[src/rtl/core/lbcs_pkg.sv]
// ----------------------------------------------------------------------------
// LED and buzzer cue sequencer package
// Shared types, register indexes and the fixed cue and note ROM contents.
// ----------------------------------------------------------------------------
package lbcs_pkg;

  localparam int unsigned DepthW  = 16;
  localparam int unsigned PeriodW = 16;
  localparam int unsigned ToneW   = 12;
  localparam int unsigned TimeW   = 32;
  localparam int unsigned CueW    = 3;
  localparam int unsigned IdxW    = 3;
  localparam int unsigned NoteW   = 4;
  localparam int unsigned DurW    = 9;
  localparam int unsigned CfgIdxW = 2;
  localparam int unsigned CfgDatW = 16;

  localparam logic [CfgIdxW-1:0] CfgCommonAnode = 2'd0;
  localparam logic [CfgIdxW-1:0] CfgRgbPresent  = 2'd1;
  localparam logic [CfgIdxW-1:0] CfgAmbientPer  = 2'd2;

  localparam logic [CueW-1:0] CueNone  = 3'd0;
  localparam logic [CueW-1:0] CueError = 3'd5;

  localparam logic [PeriodW-1:0] AmbientPerRst = 16'd1000;

  // LED bit positions in the lit-LED vector
  localparam int unsigned LedR = 0;
  localparam int unsigned LedG = 1;
  localparam int unsigned LedB = 2;

  typedef struct packed {
    logic              operation;
    logic [CueW-1:0]   cue;
    logic              online;
    logic [DepthW-1:0] queue_depth;
    logic              clock_ok;
  } item_t;

  typedef struct packed {
    logic             red_pin;
    logic             green_pin;
    logic             blue_pin;
    logic [ToneW-1:0] tone_hz;
    logic             busy_res;
  } res_t;

  typedef struct packed {
    logic               common_anode;
    logic               rgb_present;
    logic [PeriodW-1:0] ambient_period;
  } cfg_t;

  function automatic logic [ToneW-1:0] note_hz(input logic [NoteW-1:0] k);
    logic [ToneW-1:0] hz;
    case (k)
      4'd0:    hz = 12'd1800;
      4'd1:    hz = 12'd2400;
      4'd2:    hz = 12'd600;
      4'd3:    hz = 12'd0;
      4'd4:    hz = 12'd600;
      4'd5:    hz = 12'd1600;
      4'd6:    hz = 12'd1800;
      4'd7:    hz = 12'd2100;
      4'd8:    hz = 12'd0;
      4'd9:    hz = 12'd1400;
      4'd10:   hz = 12'd400;
      default: hz = 12'd0;
    endcase
    return hz;
  endfunction

  function automatic logic [DurW-1:0] note_ms(input logic [NoteW-1:0] k);
    logic [DurW-1:0] ms;
    case (k)
      4'd0:    ms = 9'd70;
      4'd1:    ms = 9'd90;
      4'd2:    ms = 9'd140;
      4'd3:    ms = 9'd60;
      4'd4:    ms = 9'd140;
      4'd5:    ms = 9'd45;
      4'd6:    ms = 9'd70;
      4'd7:    ms = 9'd70;
      4'd8:    ms = 9'd40;
      4'd9:    ms = 9'd90;
      4'd10:   ms = 9'd420;
      default: ms = 9'd0;
    endcase
    return ms;
  endfunction

  function automatic logic [NoteW-1:0] cue_first(input logic [CueW-1:0] c);
    logic [NoteW-1:0] f;
    case (c)
      3'd2:    f = 4'd2;
      3'd3:    f = 4'd5;
      3'd4:    f = 4'd6;
      3'd5:    f = 4'd10;
      default: f = 4'd0;
    endcase
    return f;
  endfunction

  function automatic logic [IdxW-1:0] cue_len(input logic [CueW-1:0] c);
    logic [IdxW-1:0] n;
    case (c)
      3'd1:    n = 3'd2;
      3'd2:    n = 3'd3;
      3'd3:    n = 3'd1;
      3'd4:    n = 3'd4;
      3'd5:    n = 3'd1;
      default: n = 3'd0;
    endcase
    return n;
  endfunction

  // Colour bits: bit 0 red, bit 1 green, bit 2 blue
  function automatic logic [2:0] cue_colour(input logic [CueW-1:0] c);
    logic [2:0] col;
    case (c)
      3'd1:    col = 3'b010;
      3'd2:    col = 3'b011;
      3'd4:    col = 3'b100;
      3'd5:    col = 3'b001;
      default: col = 3'b000;
    endcase
    return col;
  endfunction

endpackage

[src/rtl/core/led_buzzer_cue_sequencer_top.sv]
// ----------------------------------------------------------------------------
// LED and buzzer cue sequencer, top level
// Sequences LED colours and buzzer notes for status cues and shows an
// ambient health display between cues.
// ----------------------------------------------------------------------------
// Usage:
//   Input channel (in_valid_i / in_stall_o) carries one item: either a
//   one-millisecond tick or a request to start a cue, together with the
//   current health flags. Output channel (out_valid_o / out_stall_i) returns
//   exactly one result item per input item: LED pin levels, buzzer tone and
//   the busy flag.
//   An accepted item's result is registered in the output stage, or in the
//   skid register under a stall. Throughput is one item per cycle while the
//   receiver does not stall, set by the single-pass state update in the core.
//   When the receiver stalls, the result is held and a second item can still
//   be taken into a skid register; in_stall_o rises only once both are full.
//   Configuration (cfg_we_i, cfg_index_i, cfg_data_i) is to be written only while
//   the block is idle; the block itself does not enforce this. Reset clears all
//   cue and display state, empties the output stage and loads the registers with
//   their defaults: anode common off, no RGB LED, ambient period of 1000 ticks.
// ----------------------------------------------------------------------------
module led_buzzer_cue_sequencer_top (
  input  logic                          clk_i,
  input  logic                          rst_ni,
  input  logic                          in_valid_i,
  output logic                          in_stall_o,
  input  logic                          operation_i,
  input  logic [lbcs_pkg::CueW-1:0]     cue_i,
  input  logic                          online_i,
  input  logic [lbcs_pkg::DepthW-1:0]   queue_depth_i,
  input  logic                          clock_ok_i,
  output logic                          out_valid_o,
  input  logic                          out_stall_i,
  output logic                          red_pin_o,
  output logic                          green_pin_o,
  output logic                          blue_pin_o,
  output logic [lbcs_pkg::ToneW-1:0]    tone_hz_o,
  output logic                          busy_res_o,
  input  logic                          cfg_we_i,
  input  logic [lbcs_pkg::CfgIdxW-1:0]  cfg_index_i,
  input  logic [lbcs_pkg::CfgDatW-1:0]  cfg_data_i
);
  import lbcs_pkg::*;

  cfg_t  cfg_q;
  item_t item;
  res_t  res;
  res_t  out_q;
  res_t  skid_q;
  logic  out_vq;
  logic  skid_vq;
  logic  in_acc;
  logic  out_free;

  always_ff @(posedge clk_i or negedge rst_ni) begin
    if (!rst_ni) begin
      cfg_q.common_anode   <= 1'b0;
      cfg_q.rgb_present    <= 1'b0;
      cfg_q.ambient_period <= AmbientPerRst;
    end else if (cfg_we_i) begin
      unique case (cfg_index_i)
        CfgCommonAnode: cfg_q.common_anode   <= cfg_data_i[0];
        CfgRgbPresent:  cfg_q.rgb_present    <= cfg_data_i[0];
        CfgAmbientPer:  cfg_q.ambient_period <= cfg_data_i[PeriodW-1:0];
        default: ;
      endcase
    end
  end

  assign item.operation   = operation_i;
  assign item.cue         = cue_i;
  assign item.online      = online_i;
  assign item.queue_depth = queue_depth_i;
  assign item.clock_ok    = clock_ok_i;

  assign in_acc   = in_valid_i & ~skid_vq;
  assign out_free = ~out_vq | ~out_stall_i;

  lbcs_core u_core (
    .clk_i  (clk_i),
    .rst_ni (rst_ni),
    .acc_i  (in_acc),
    .item_i (item),
    .cfg_i  (cfg_q),
    .res_o  (res)
  );

  always_ff @(posedge clk_i or negedge rst_ni) begin
    if (!rst_ni) begin
      out_vq  <= 1'b0;
      skid_vq <= 1'b0;
    end else if (out_free) begin
      out_vq  <= skid_vq | in_acc;
      skid_vq <= 1'b0;
    end else if (in_acc) begin
      skid_vq <= 1'b1;
    end
  end

  // The skid entry always goes out first, since it is the older item.
  always_ff @(posedge clk_i) begin
    if (out_free) begin
      if (skid_vq) begin
        out_q <= skid_q;
      end else if (in_acc) begin
        out_q <= res;
      end
    end else if (in_acc) begin
      skid_q <= res;
    end
  end

  assign in_stall_o  = skid_vq;
  assign out_valid_o = out_vq;
  assign red_pin_o   = out_q.red_pin;
  assign green_pin_o = out_q.green_pin;
  assign blue_pin_o  = out_q.blue_pin;
  assign tone_hz_o   = out_q.tone_hz;
  assign busy_res_o  = out_q.busy_res;

endmodule

[src/rtl/core/lbcs_core.sv]
// ----------------------------------------------------------------------------
// LED and buzzer cue sequencer core
// Holds the cue, timing and display state and works out each item's result
// in a single pass.
// ----------------------------------------------------------------------------
module lbcs_core (
  input  logic          clk_i,
  input  logic          rst_ni,
  input  logic          acc_i,
  input  lbcs_pkg::item_t item_i,
  input  lbcs_pkg::cfg_t  cfg_i,
  output lbcs_pkg::res_t  res_o
);
  import lbcs_pkg::*;

  logic [CueW-1:0]  active_q, active_d;
  logic [IdxW-1:0]  idx_q, idx_d;
  logic [TimeW-1:0] now1_q, now1_d;
  logic [TimeW-1:0] next_q, next_d;
  logic [TimeW-1:0] last_q, last_d;
  logic             blink_q, blink_d;
  logic [2:0]       led_q, led_d;
  logic [ToneW-1:0] tone_q, tone_d;

  logic [CueW-1:0]  cue_eff;
  logic [NoteW-1:0] note_k;
  logic [TimeW-1:0] since_last;
  logic [2:0]       want;
  logic             set_led;
  logic             blink_n;

  // now1_q holds the time the next tick will bring, so no increment sits
  // ahead of the compares.
  always_comb begin
    cue_eff    = (item_i.cue > CueError) ? CueNone : item_i.cue;
    note_k     = cue_first(active_q) + {1'b0, idx_q};
    since_last = now1_q - last_q;
    blink_n    = ~blink_q;

    active_d = active_q;
    idx_d    = idx_q;
    now1_d   = now1_q;
    next_d   = next_q;
    last_d   = last_q;
    blink_d  = blink_q;
    tone_d   = tone_q;
    want     = 3'b000;
    set_led  = 1'b0;

    if (item_i.operation) begin
      active_d = cue_eff;
      idx_d    = '0;
      next_d   = '0;
      want     = cue_colour(cue_eff);
      set_led  = 1'b1;
    end else begin
      now1_d = now1_q + 32'd1;
      if (active_q != CueNone) begin
        if (now1_q >= next_q) begin
          if (idx_q >= cue_len(active_q)) begin
            active_d = CueNone;
            tone_d   = '0;
            set_led  = 1'b1;
          end else begin
            idx_d  = idx_q + 3'd1;
            tone_d = note_hz(note_k);
            next_d = now1_q + {{(TimeW-DurW){1'b0}}, note_ms(note_k)};
          end
        end
      end else if (since_last >= {{(TimeW-PeriodW){1'b0}}, cfg_i.ambient_period}) begin
        last_d  = now1_q;
        blink_d = blink_n;
        set_led = 1'b1;
        if (!item_i.clock_ok) begin
          want = {2'b00, blink_n};
        end else if (item_i.online && (item_i.queue_depth == '0)) begin
          want = 3'b010;
        end else if (cfg_i.rgb_present) begin
          want = {blink_n, 2'b00};
        end else begin
          want = {2'b00, blink_n};
        end
      end
    end

    led_d = led_q;
    if (set_led) begin
      led_d[LedR] = want[LedR];
      led_d[LedG] = want[LedG];
      // Without a blue channel the blue bit is left as it was.
      if (cfg_i.rgb_present) begin
        led_d[LedB] = want[LedB];
      end
    end

    res_o.red_pin   = led_d[LedR] ^ cfg_i.common_anode;
    res_o.green_pin = led_d[LedG] ^ cfg_i.common_anode;
    res_o.blue_pin  = cfg_i.rgb_present ? (led_d[LedB] ^ cfg_i.common_anode)
                                        : cfg_i.common_anode;
    res_o.tone_hz   = tone_d;
    res_o.busy_res  = (active_d != CueNone);
  end

  always_ff @(posedge clk_i or negedge rst_ni) begin
    if (!rst_ni) begin
      active_q <= CueNone;
      idx_q    <= '0;
      now1_q   <= 32'd1;
      next_q   <= '0;
      last_q   <= '0;
      blink_q  <= 1'b0;
      led_q    <= '0;
      tone_q   <= '0;
    end else if (acc_i) begin
      active_q <= active_d;
      idx_q    <= idx_d;
      now1_q   <= now1_d;
      next_q   <= next_d;
      last_q   <= last_d;
      blink_q  <= blink_d;
      led_q    <= led_d;
      tone_q   <= tone_d;
    end
  end

endmodule

[config.mk]
export PLATFORM = sky130hd
export DESIGN_NAME = led_buzzer_cue_sequencer_top
export DESIGN_NICKNAME = d
export VERILOG_FILES = /design/src/rtl/core/lbcs_pkg.sv /design/src/rtl/core/led_buzzer_cue_sequencer_top.sv /design/src/rtl/core/lbcs_core.sv
export SDC_FILE = /design/constraint.sdc
export NUM_CORES = 1
export LEC_CHECK = 0
export BUFFER_PORTS_ARGS = -buffer_cell sky130_fd_sc_hd__buf_2
export CORE_ASPECT_RATIO = 1.25
export CORE_MARGIN = 3
export CORE_UTILIZATION = 56
export DETAILED_ROUTE_END_ITERATION = 8
export PLACE_DENSITY = 0.8
export SLEW_MARGIN = 20
export SYNTH_ARGS = -nofsm -noshare
export SYNTH_HDL_FRONTEND = slang
export SYNTH_SLANG_ARGS = --single-unit
[constraint.sdc]
create_clock -name clk_i -period 4.5 [get_ports clk_i]
set_input_delay 0.9 -clock clk_i [delete_from_list [all_inputs] [get_ports clk_i]]
set_output_delay 0.9 -clock clk_i [all_outputs]
set_load 0.1 [all_outputs]
# After elaboration in Yosys (flattened, before gate mapping)

Memory sizes are Yosys's and may differ from the RTL's.
Cells that the tools add are included.

Bits of input ports: 45
Word-level logic and storage cells: 122
Memories kept: 2
Output and inout port bits: 18
ROM bits: 304
Register bits: 170

Reduce and logical (&&, ||, !) cells: 18
Order comparisons: 4
Bitwise logic cells: 13
Add/sub/neg operators: 5
Equality and inequality tests: 12
Mux-type cells: 45

Memory list:

| name             | words | width | rd ports | clocked after memory_dff | write ports | line           | text |
|---|---|---|---|---|---|---|---|
| (name not given) | 16    | 10    | 1        | 0                        | 0           | lbcs_pkg.sv:56 | `case (k)` |
| (name not given) | 16    | 9     | 1        | 0                        | 0           | lbcs_pkg.sv:75 | `case (k)` |

Operators by type and width:

| kind                  | count |
|---|---|
| $mux 32               | 4 |
| $mux 3                | 19 |
| $mux 12               | 4 |
| $mux 9                | 4 |
| $add 32x1->32 const B | 1 |
| $add 32x9->32         | 1 |
| $ge 32x16->1          | 1 |
| $ge 32x32->1          | 1 |
| $mux 16               | 2 |
| $sub 32x32->32        | 1 |
| $pmux 3 s4            | 2 |
| $logic_not 16->1      | 1 |
| $pmux 4 s4            | 1 |
| $eq 3x3->1 const B    | 4 |
| $reduce_and 2->1      | 6 |
| $eq 3x2->1 const B    | 3 |
| $mux 1                | 9 |
| $reduce_and 4->1      | 2 |
| $reduce_bool 2->1     | 4 |
| $not 1->1             | 7 |
| $eq 3x1->1 const B    | 2 |
| $reduce_bool 3->1     | 2 |
| $add 4x3->4           | 1 |
| $add 3x1->3 const B   | 1 |
| other kinds (11)      | 14 |

# Logic depth before layout (Yosys ltp)

Depth in word-level cells: 16
Depth in mapped cells: 23
Mapped depth without buffers: 23

# By module

From an unflattened synthesis, not the netlist that was laid out.

Cells, all modules: 1208
Area, all modules: 11634.9 um^2

Modules (own cells, without submodules):

| module                       | area each (um^2) | times used | cells each | sequential area each (um^2) |
|---|---|---|---|---|
| lbcs_core                    | 9654.3           | 1          | 1109       | 2954.1 |
| led_buzzer_cue_sequencer_top | 1980.6           | 1          | 99         | 1468.9 |

# Worst setup path after synthesis

No wires, ideal clock.

Path kind: reg2reg
Start point: register u_core.active_q[2]
End point: register u_core.next_q[20]
Arrival: 4690 ps
Setup slack: -273 ps
Cell stages (with the launch flop): 24
Setup time: 83 ps
Required time: 4417 ps
Buffers on the path: 0
Path through: dfrtp_1 nand2b_1 nor2_1 ha_1 inv_1 fa_1 xnor2_1 clkinv_1 ha_1 nor2_1 or2_2 inv_1 fa_1 nor2b_1 o21ai_0 a21boi_0 o21ai_0 a21boi_0 o21ai_0 a21boi_0 o21ai_0 or3_1 xor2_1 o21ai_0

Longest elaborated chain between the ends: 13

Ends and longest elaborated chain:

| item                                     | line                            | text |
|---|---|---|
| start: declaration                       | lbcs_core.sv:16                 | `logic [CueW-1:0] active_q, active_d;` |
| start signal: assignment                 | lbcs_core.sv:106                | `active_q <= CueNone;` |
| start signal: assignment                 | lbcs_core.sv:115                | `active_q <= active_d;` |
| $eq 3x3->1 or $eq 3x2->1 (tied branches) | lbcs_pkg.sv:94, lbcs_pkg.sv:106 |  |
| $pmux 4 s4                               | lbcs_pkg.sv:94                  | `case (c)` |
| $add 4x3->4                              | lbcs_core.sv:36                 | `note_k = cue_first(active_q) + {1'b0, idx_q};` |
| $mem_v2 16x9                             | n/a                             |  |
| $mux 9                                   | lbcs_core.sv:60                 | `if (idx_q >= cue_len(active_q)) begin` |
| $mux 9                                   | lbcs_core.sv:59                 | `if (now1_q >= next_q) begin` |
| $mux 9                                   | lbcs_core.sv:58                 | `if (active_q != CueNone) begin` |
| $mux 9                                   | lbcs_core.sv:50                 | `if (item_i.operation) begin` |
| $add 32x9->32                            | lbcs_core.sv:67                 | `next_d = now1_q + {{(TimeW-DurW){1'b0}}, note_ms(note_k)};` |
| $mux 32                                  | lbcs_core.sv:60                 |  |
| $mux 32                                  | lbcs_core.sv:59                 |  |
| $mux 32                                  | lbcs_core.sv:58                 |  |
| $mux 32                                  | lbcs_core.sv:50                 |  |
| end signal: assignment                   | lbcs_core.sv:118                | `next_q <= next_d;` |
| end: declaration                         | lbcs_core.sv:19                 | `logic [TimeW-1:0] next_q, next_d;` |

Parallel ways exist; a longest one is shown, timed or not. The select of a mux whose other input is x is not followed.
A chain may end at the register's enable or synchronous reset.

# Worst setup path in the final report

Start point: register u_core.now1_q[0]
End point: register out_q (netlist bit green_pin_o), data pin

Longest elaborated chain between the ends: 9

Ends and longest elaborated chain:

| item                             | line                                | text |
|---|---|---|
| start: declaration               | lbcs_core.sv:18                     | `logic [TimeW-1:0] now1_q, now1_d;` |
| start signal: assignment         | lbcs_core.sv:117                    | `now1_q <= now1_d;` |
| $sub 32x32->32                   | lbcs_core.sv:37                     | `since_last = now1_q - last_q;` |
| $ge 32x16->1                     | lbcs_core.sv:70                     | `end else if (since_last >= {{(TimeW-PeriodW){1'b0}}, cfg_i.ambient_period}) begin` |
| $mux 3 or $mux 1 (tied branches) | lbcs_core.sv:70                     |  |
| $mux 3 or $mux 1 (tied branches) | lbcs_core.sv:58                     |  |
| $mux 3 or $mux 1 (tied branches) | lbcs_core.sv:50                     |  |
| $mux 3 (*)                       | lbcs_core.sv:87                     | `if (set_led) begin` |
| $xor 1x1->1 (*)                  | lbcs_core.sv:97                     | `res_o.green_pin = led_d[LedG] ^ cfg_i.common_anode;` |
| $mux 16 (*)                      | led_buzzer_cue_sequencer_top.sv:105 | `end else if (in_acc) begin` |
| $mux 16 (*)                      | led_buzzer_cue_sequencer_top.sv:103 | `if (skid_vq) begin` |
| end signal: assignment           | led_buzzer_cue_sequencer_top.sv:104 | `out_q <= skid_q;` |
| end signal: assignment           | led_buzzer_cue_sequencer_top.sv:106 | `out_q <= res;` |
| end: declaration                 | led_buzzer_cue_sequencer_top.sv:48  | `res_t out_q;` |

Every way passes the cells marked *; elsewhere a longest branch is shown, timed or not. The select of a mux whose other input is x is not followed.

==> metrics.txt <==
Post-synth top flop=dfrtp_1; Max clock buf depth=2; drt wl/cell=17.64 µm; die area=0.02222 mm²; IO Pins=63; port bufs=62; Sum Neg Setup Slack=-9.545 ns; clock root buffer=clkbuf_16; Placer Congestion=0.9418; relative slew slack=42.35%; Required @ worst endpoint=4.76 ns; Chip Height=165.9 µm; Post-Syn Nets=1419; slowest CP cell=dfstp_2; Comb power frac=57.6%; status=finished, violations left; crit start category=register; Post-CTS Hold Buffers=0; slowest stage delay, CP=0.54 ns; Post-Syn Area=0.01146 mm²; fin crit share=108.8%; register area=0.004423 mm²; power per cell area=588.6 mW/mm²; Final min period=4.896 ns; post-synth top area cell=dfrtp_1; H-tree depth=4; TritonRoute pass-1 iters=6; mean post-synth cell area=9.036 µm²; HP Start=u_core.next_q[5]; Post-Place Setup Slack=-0.2946 ns; area post-placement=0.01275 mm²; Hold Fails Final Rpt=0; largest cells by area after synthesis=dfrtp_1, ha_1, edfxtp_1; Seq/Total Area, Yosys=38.60%; max cap viols=0; Crit Path Category=register to register; # rows=57; GRT overflow=0; Clock Skew=0.01298 ns; pin count of the biggest net entering global routing=93; Seq cells post-synth=170; Critical R2R Launch=u_core.now1_q[0]; Pwr Total=8.070 mW; EDFF count, synth=32; non-filler instance count after layout=1698; Switching Fraction=40.98%; final instance area=0.01371 mm²; vias per cell=5.846; flop2flop setup slack=-0.40 ns; CP arrival=5.16 ns; maximum vdd drop=0.0003543 V; CTS Buf Count=17; Hold Path Stages=2; failing checks=negative setup slack; layout cell share with drive strength beyond 1=22.47%; initial antenna violation count=0; CP Capture Type=register; dpl cells=1648; fmax=204.2 MHz; clk slew on worst S/H paths=0.07 ns; hold_ws=0.4785 ns; top cell type's share of synthesized area=28.61%; first-pass GRT wire length=48.76 mm; nets@finish=1571; RR Endpoint=green_pin_o; final setup vio count=42; Seq pwr share=24.1%; drc violations=0; clock power share=18.4%; most frequent cells in the layout=nand2_1, dfrtp_1, buf_4; worst path cell trace=inv_2 > ha_4 > fa_2 > nand2b_4 > a21o_1 > buf_4 > a211oi_4 > nor3_2 > xnor2_1 > ha_1 > a21o_1 > a2111oi_4 > o311a_1 > nand4_1 > nor4_4 > nand4b_4 > buf_6 > a31o_4 > o21a_1 > o31ai_2; worst setup margin=-0.3963 ns; Antenna Cells=0; cells after synthesis=1268; CTS tree=done; Antenna Nets Post-Route=0; vias in the first global route=10105; Hold Crit Class=register to register; Core Footprint=0.01976 mm²; Layout Utilization=69.40%; FFs w/ async S/R, synth=81.18%; P&R area growth vs syn=19.67%; DR vias=9927; switching pwr=3.307 mW; pins over their slew limit=0; crit-path max FO=6; chip width=133.9 µm; Leakage=6.480 nW; Hold Crit Endpoint=u_core.next_q[5]; Synth Warn #=0; fillers=1449; post-detailed-routing wire length=29.95 mm; RSZ-0062 raised after global routing=true; clk sinks=170; Multi-input gate area=0.006701 mm²; overall routing resource usage=26.87%; Worst path most repeated cell=a21o_1; internal power=4.763 mW; Starting Density=58.00%; Slew @ Worst Pin=0.8610 ns; worst-skew pair later-pin latency=0.44 ns; Initial DRC Count=620; Distinct cells, synth=75; Reg2Reg Depth=20; commonest non-fill, non-tap cell in the layout=nand2_1; dpl hpwl=21.86 mm
registers in the layout (all words and copies together), names as in the netlist:
register and count:
u_core.last_q 32, u_core.led_q 3, skid_q 16, u_core.active_q 3
cfg_q 18, u_core.tone_q 12, tone_hz_o 12, u_core.blink_q 1
out_valid_o 1, in_stall_o 1, u_core.idx_q 3, blue_pin_o 1
busy_res_o 1, red_pin_o 1, green_pin_o 1, u_core.now1_q 32
u_core.next_q 32
synthesized netlist by cell type, drive strengths merged (4+ instances only):
library cell	instances
nand2	180
and2	8
o31ai	8
ha	103
xor2	40
or3	8
nand2b	14
o211ai	10
a21boi	5
a211oi	11
o21ai	117
nand3	21
a2111oi	4
inv	110
mux2	39
nor4	11
xnor2	49
buf	18
dfrtp	131
a22oi	4
nor2	59
nand4	31
o21a	9
and3	11
o21bai	8
a32o	4
a21o	20
edfxtp	32
clkbuf	34
or2	6
a21oi	63
a31oi	8
o22ai	5
dfstp	7
and4	6
nor3	22
nor2b	8
power by group through the flow:
stage | Combinational, mW | Sequential (mW) | Clock (mW)
after floorplan | 2.66 | 2.19 | 0
after global placement | 4.10 | 1.96 | 0
after detailed placement | 4.21 | 1.97 | 0
after CTS | 4.41 | 1.94 | 1.49
after global routing | 5.05 | 1.97 | 1.57
final | 4.64 | 1.94 | 1.48
worst max-delay path, delay by kind of cell (launching register included):
family	cells	cell delay [ns]
adders and majority gates	3	0.85
AOI/OAI and AO/OA	8	1.84
buffers and inverters	3	0.43
and+or+nand+nor	5	0.83
xor gates and xnor gates	1	0.22
DFF	1	0.54
how the worst max path moves through the flow:
stage / startpoint / cells past startpoint / end / slack (ns)
5_1_grt: u_core.now1_q[0] / 20 / green_pin_o / -0.62
3_3_place_gp: u_core.active_q[2] / 23 / u_core.next_q[20] / -0.09
4_1_cts: u_core.now1_q[0] / 20 / green_pin_o / -0.26
2_1_floorplan: u_core.now1_q[0] / 19 / skid_q[13] / -0.002
6_report: u_core.now1_q[0] / 20 / green_pin_o / -0.40
3_5_place_dp: u_core.now1_q[0] / 21 / skid_q[13] / -0.29
logic make-up after synthesis:
| family | count (synthesis) | synth area share [%] |
|---|---|---|
| adder cells (fa/ha/maj) | 106 | 11.77 |
| buffers and inverters | 163 | 5.558 |
| multiplexers | 42 | 4.161 |
| flip-flops | 170 | 38.60 |
| XOR/XNOR | 89 | 6.804 |
| AND/OR/NAND/NOR | 396 | 16.50 |
| AO/OA/AOI/OAI | 302 | 16.60 |
metal layers:
layer / vias to the layer above / GRT usage [%] / routed length (µm)
met3: 99 / 3.394 / 1156
met4: 0 / 13.11 / 1332
met5: - / 0 / 0
met1: 4737 / 30.66 / 11780
met2: 319 / 49.11 / 15680
li1: 4772 / - / -
timing repair:
item / in CTS / in global routing
setup buffers: 9 / 10
endpoints found under the setup margin: 56 / 66
pin swaps: 7 / 26
gates resized for setup: 16 / 45
cell type report:
class,instances,share of cell area [%]
clock buffers,19,3.158
clock inverters,13,1.031
inverters,111,3.048
multi-input cells,935,48.88
flip-flops and latches,170,32.26
well taps,265,2.418
repair buffers,185,9.208
No activity file was read; power rests on OpenSTA's default activity.
